--- src/rtl/core/pchp_pkg.sv ---
// Shared types and constants of the program counter hotspot profiler.
package pchp_pkg;

  localparam int unsigned ADDR_SPACE = 65536;
  localparam int unsigned IDX_W      = $clog2(ADDR_SPACE);
  localparam int unsigned WIN_DEPTH  = 8;
  localparam int unsigned SLOT_W     = (WIN_DEPTH > 1) ? $clog2(WIN_DEPTH) : 1;

  localparam logic FUNC_RECORD = 1'b0;
  localparam logic FUNC_READ   = 1'b1;

  typedef struct packed {
    logic              func;
    logic [15:0]       pc;
    logic signed [7:0] cost;
  } req_t;

  typedef struct packed {
    logic        revisit;
    logic [31:0] addr_ops;
    logic [31:0] addr_cycles;
    logic [63:0] all_ops;
    logic [63:0] all_cycles;
    logic [63:0] all_revisits;
  } rsp_t;

  // one store entry: per-address counters
  typedef struct packed {
    logic [31:0] ops;
    logic [31:0] cycles;
  } cnt_t;

  // controller -> datapath
  typedef struct packed {
    logic clr;   // clear one store entry
    logic cap;   // capture request word
    logic look;  // read store, probe window
    logic upd;   // update counters, issue result
  } ctl_cmd_t;

  // datapath -> controller
  typedef struct packed {
    logic clr_last;  // clearing last store entry
  } dp_sts_t;

endpackage

--- src/rtl/core/pchp_ctrl.sv ---
// Sequencer of the profiler: store clearing, then capture / lookup / update per word.
module pchp_ctrl (
  input  logic               clk_i,
  input  logic               rst_ni,
  input  logic               start,
  output logic               busy,
  input  pchp_pkg::dp_sts_t  sts_i,
  output pchp_pkg::ctl_cmd_t cmd_o
);

  localparam logic [1:0] ST_CLEAR = 2'd0;
  localparam logic [1:0] ST_IDLE  = 2'd1;
  localparam logic [1:0] ST_LOOK  = 2'd2;
  localparam logic [1:0] ST_UPD   = 2'd3;

  logic [1:0] state_q, state_d;

  always_comb begin
    state_d = state_q;
    cmd_o   = '0;
    unique case (state_q)
      ST_CLEAR: begin
        cmd_o.clr = 1'b1;
        if (sts_i.clr_last) begin
          state_d = ST_IDLE;
        end
      end
      ST_IDLE: begin
        if (start) begin
          cmd_o.cap = 1'b1;
          state_d   = ST_LOOK;
        end
      end
      ST_LOOK: begin
        cmd_o.look = 1'b1;
        state_d    = ST_UPD;
      end
      ST_UPD: begin
        cmd_o.upd = 1'b1;
        state_d   = ST_IDLE;
      end
      default: begin
        state_d = ST_IDLE;
      end
    endcase
  end

  always_ff @(posedge clk_i or negedge rst_ni) begin
    if (!rst_ni) begin
      state_q <= ST_CLEAR;
    end else begin
      state_q <= state_d;
    end
  end

  assign busy = (state_q != ST_IDLE);

endmodule

--- config.mk ---
export PLATFORM = sky130hd
export DESIGN_NAME = pchp_ctrl
export DESIGN_NICKNAME = d
export VERILOG_FILES = /design/src/rtl/core/pchp_pkg.sv /design/src/rtl/core/pchp_ctrl.sv
export SDC_FILE = /design/constraint.sdc
export NUM_CORES = 1
export LEC_CHECK = 0
export ABC_AREA = 1
export BUFFER_PORTS_ARGS = -buffer_cell sky130_fd_sc_hd__buf_4
export CORE_AREA = 2 2 39 41
export DETAILED_ROUTE_END_ITERATION = 6
export DIE_AREA = 0 0 41 43
export GPL_ROUTABILITY_DRIVEN = 0
export RECOVER_POWER = 50
export REMOVE_ABC_BUFFERS = 1
export SLEW_MARGIN = 20
export SYNTH_ARGS = -nofsm -noshare
export SYNTH_HDL_FRONTEND = slang
export SYNTH_SLANG_ARGS = --single-unit
--- constraint.sdc ---
create_clock -name clk_i -period 2.1 [get_ports clk_i]
set_input_delay 0.105 -clock clk_i [delete_from_list [all_inputs] [get_ports clk_i]]
set_output_delay 0.105 -clock clk_i [all_outputs]
set_load 0.02 [all_outputs]
==> out/metrics.csv <==
metric,value,unit
status,completed,
ys_seq_elements,2,
synthMuxAreaShare,0,%
total_power,0.000408,W
path_class,reg2out,
yosysWarnings,0,
die_area,1760,um2
drc,0,
fill_cells,157,
slew_headroom,83.4,%
rsz0062_at_grt,no,
drt_iter0_drc,0,
fin_crit_sh,59.7,%
globalRouteMet3Util,1.57,%
rows,14,
synth_area_leaders,"dfrtp_1, ha_1, nand2_1",
ctsResizeCount,0,
crit_required,2.00,ns
crit_path_max_fanout,4,
grt_util_met2,7.50,%
antenna_found_initial,0,
power_density,1500,nW/um2
nNetsFinal,44,
grt_first_pass_wirelength,565,um
cts_made_buffers,3,
synthArstFlopShare,100,%
leakagePower,0.167,nW
multi_input_area,93.8,um2
switching_share,45.6,%
p_sw,0.000186,W
core-area,1380,um2
ys.flop_type,dfrtp_1,
detailed_place_hpwl,253,um
via_per_inst,3.20,
num_antenna_cells,0,
netlist_area,166,um2
largest_register_ff_count,2,
dr.pass1.iters,1,
p_seq_share,19.8,%
synth_area_per_cell,7.56,um2
ctsHtreeMaxLevel,1,
grt.busiest_layer,met4,
regMostFlops,state_q,
clockRootBuffer,clkbuf_4,
reg_top3,state_q: 2 flops,
synth_top_family_by_area,adder cells,
slew_viol_final,0,
fmax,798,MHz
synth_area_leader_cell,dfrtp_1,
grt_overflow,0,
ant_nets,0,
vias,160,
startpoint_type,flop,
synth.distinct_cells,6,
drive_gt1_share,32.4,%
wire_per_inst,6.48,um
synth_common_cells,"nand2_1, inv_1, ha_1",
netlist.area_leader.share,30.1,%
hold_path_class,in2async,
cts_setup_buffers,0,
seqCellArea,50.0,um2
ios,9,
start_util,12.0,%
cts_tree,yes,
min_period,1.25,ns
cts_sinks,2,
p_int,0.000222,W
grtUsageTotal,5.42,%
synth_edf_count,0,
synthSimpleGateAreaFrac,26.3,%
yosysMostFrequentCell,nand2_1,
fin_tns_setup,0,ns
io_buffers,8,
clock_latency,0.22,ns
cts.path.max_buffers,2,
power_frac_clock,20.8,%
p_comb_share,59.4,%
end_kind,output pin,
max_cap_viol_count,0,
netlist_instances,22,
wl,324,um
report.final.setup_viol,0,
synthXorXnorAreaFrac,0,%
ys_seq_area_share,30.1,%
grt_pass1_vias,180,
worst_slew_pin_slew,0.250,ns
die_y,43,um
cp.arrival,1.15,ns
globalRouteMet1Util,3.85,%
cts.clk_slew.worst_paths,0.03,ns
grt_max_degree,5,
area_growth_syn_to_layout,63.2,%
die_w,41,um
vdd_drop_max,0.294,mV
synth_compound_area_share,0,%
hold_viol_final,0,
skew,0.00170,ns
synth_fa_ha_area_share,30.1,%
-- critical path, cell delays in order (launching register included) --
cell and delay (ns):
dfrtp_1 0.40, inv_1 0.09, ha_1 0.20, nand2_1 0.07
inv_1 0.05, buf_4 0.13
-- cell families after synthesis --
logic type               Yosys count
AND/OR/NAND/NOR                   10
buffers and inverters              6
flip-flops                         2
adder cells (fa/ha/maj)            4
-- layout make-up --
class	count	area share (%)
Tap cell	16	7.37
Multi-Input combinational cell	14	34.6
Sequential cell	2	18.4
Timing Repair Buffer	9	23.0
Inverter	6	8.29
Clock buffer	3	8.29
-- per-layer routing --
metal | share of wire, % | up-vias | routed length [um]
met5 | 0 | - | 0
met4 | 0 | 0 | 0
met3 | 9.6 | 0 | 31
met2 | 53 | 5 | 172
met1 | 37 | 68 | 121
li1 | - | 87 | -
-- per-stage QoR --
stage	hold WS [ns]	instance area (um2)	cells	util, %	setup WS, ns
3_3_place_gp	-0.111	246	46	17.8	1.04
5_1_grt	0.227	272	50	19.6	0.734
4_1_cts	0.201	279	50	20.2	0.823
2_1_floorplan	-0.191	166	22	-	0.997
3_5_place_dp	-0.112	246	46	17.8	1.03
6_report	0.200	272	50	19.6	0.847
-- placed cells by master, fill, tap and decap left out --
cell type / Yosys / routed
inv_1: 6 / 6
nand2_2: 2 / 2
nand3_1: 1 / 1
dfrtp_1: 2 / 2
dlygate4sd3_1: 0 / 1
nand2_1: 7 / 7
clkbuf_1: 0 / 2
clkbuf_4: 0 / 3
ha_1: 4 / 4
buf_4: 0 / 6
-- timing repair --
action	CTS	global route
hold buffers	1	0
setup endpoints to repair	0	0
hold endpoints to repair	2	0
-- worst paths after layout --
check	to	start	slack, ns	cells past startpoint
max	cmd_o[2]	state_q[1]$_DFFE_PN0P_	0.85	5
min	state_q[0]$_DFFE_PN0P_	rst_ni	0.20	2
max reg2reg	state_q[0]$_DFFE_PN0P_	state_q[0]$_DFFE_PN0P_	1.04	6
min reg2reg	state_q[1]$_DFFE_PN0P_	state_q[1]$_DFFE_PN0P_	0.52	2
max in group asynchronous	state_q[1]$_DFFE_PN0P_	rst_ni	1.78	2
min in group clk_i	state_q[1]$_DFFE_PN0P_	start	0.22	5
-- power by group through the flow --
stage,logic (W),registers (W),clock network (W)
6_report,0.000242,0.0000808,0.0000848
5_1_grt,0.000281,0.0000848,0.0000933
4_1_cts,0.000257,0.0000814,0.0000921
3_5_place_dp,0.000254,0.0000817,0
3_3_place_gp,0.000254,0.0000812,0
2_1_floorplan,0.000179,0.0000760,0
(Power assumes the default switching activity.)
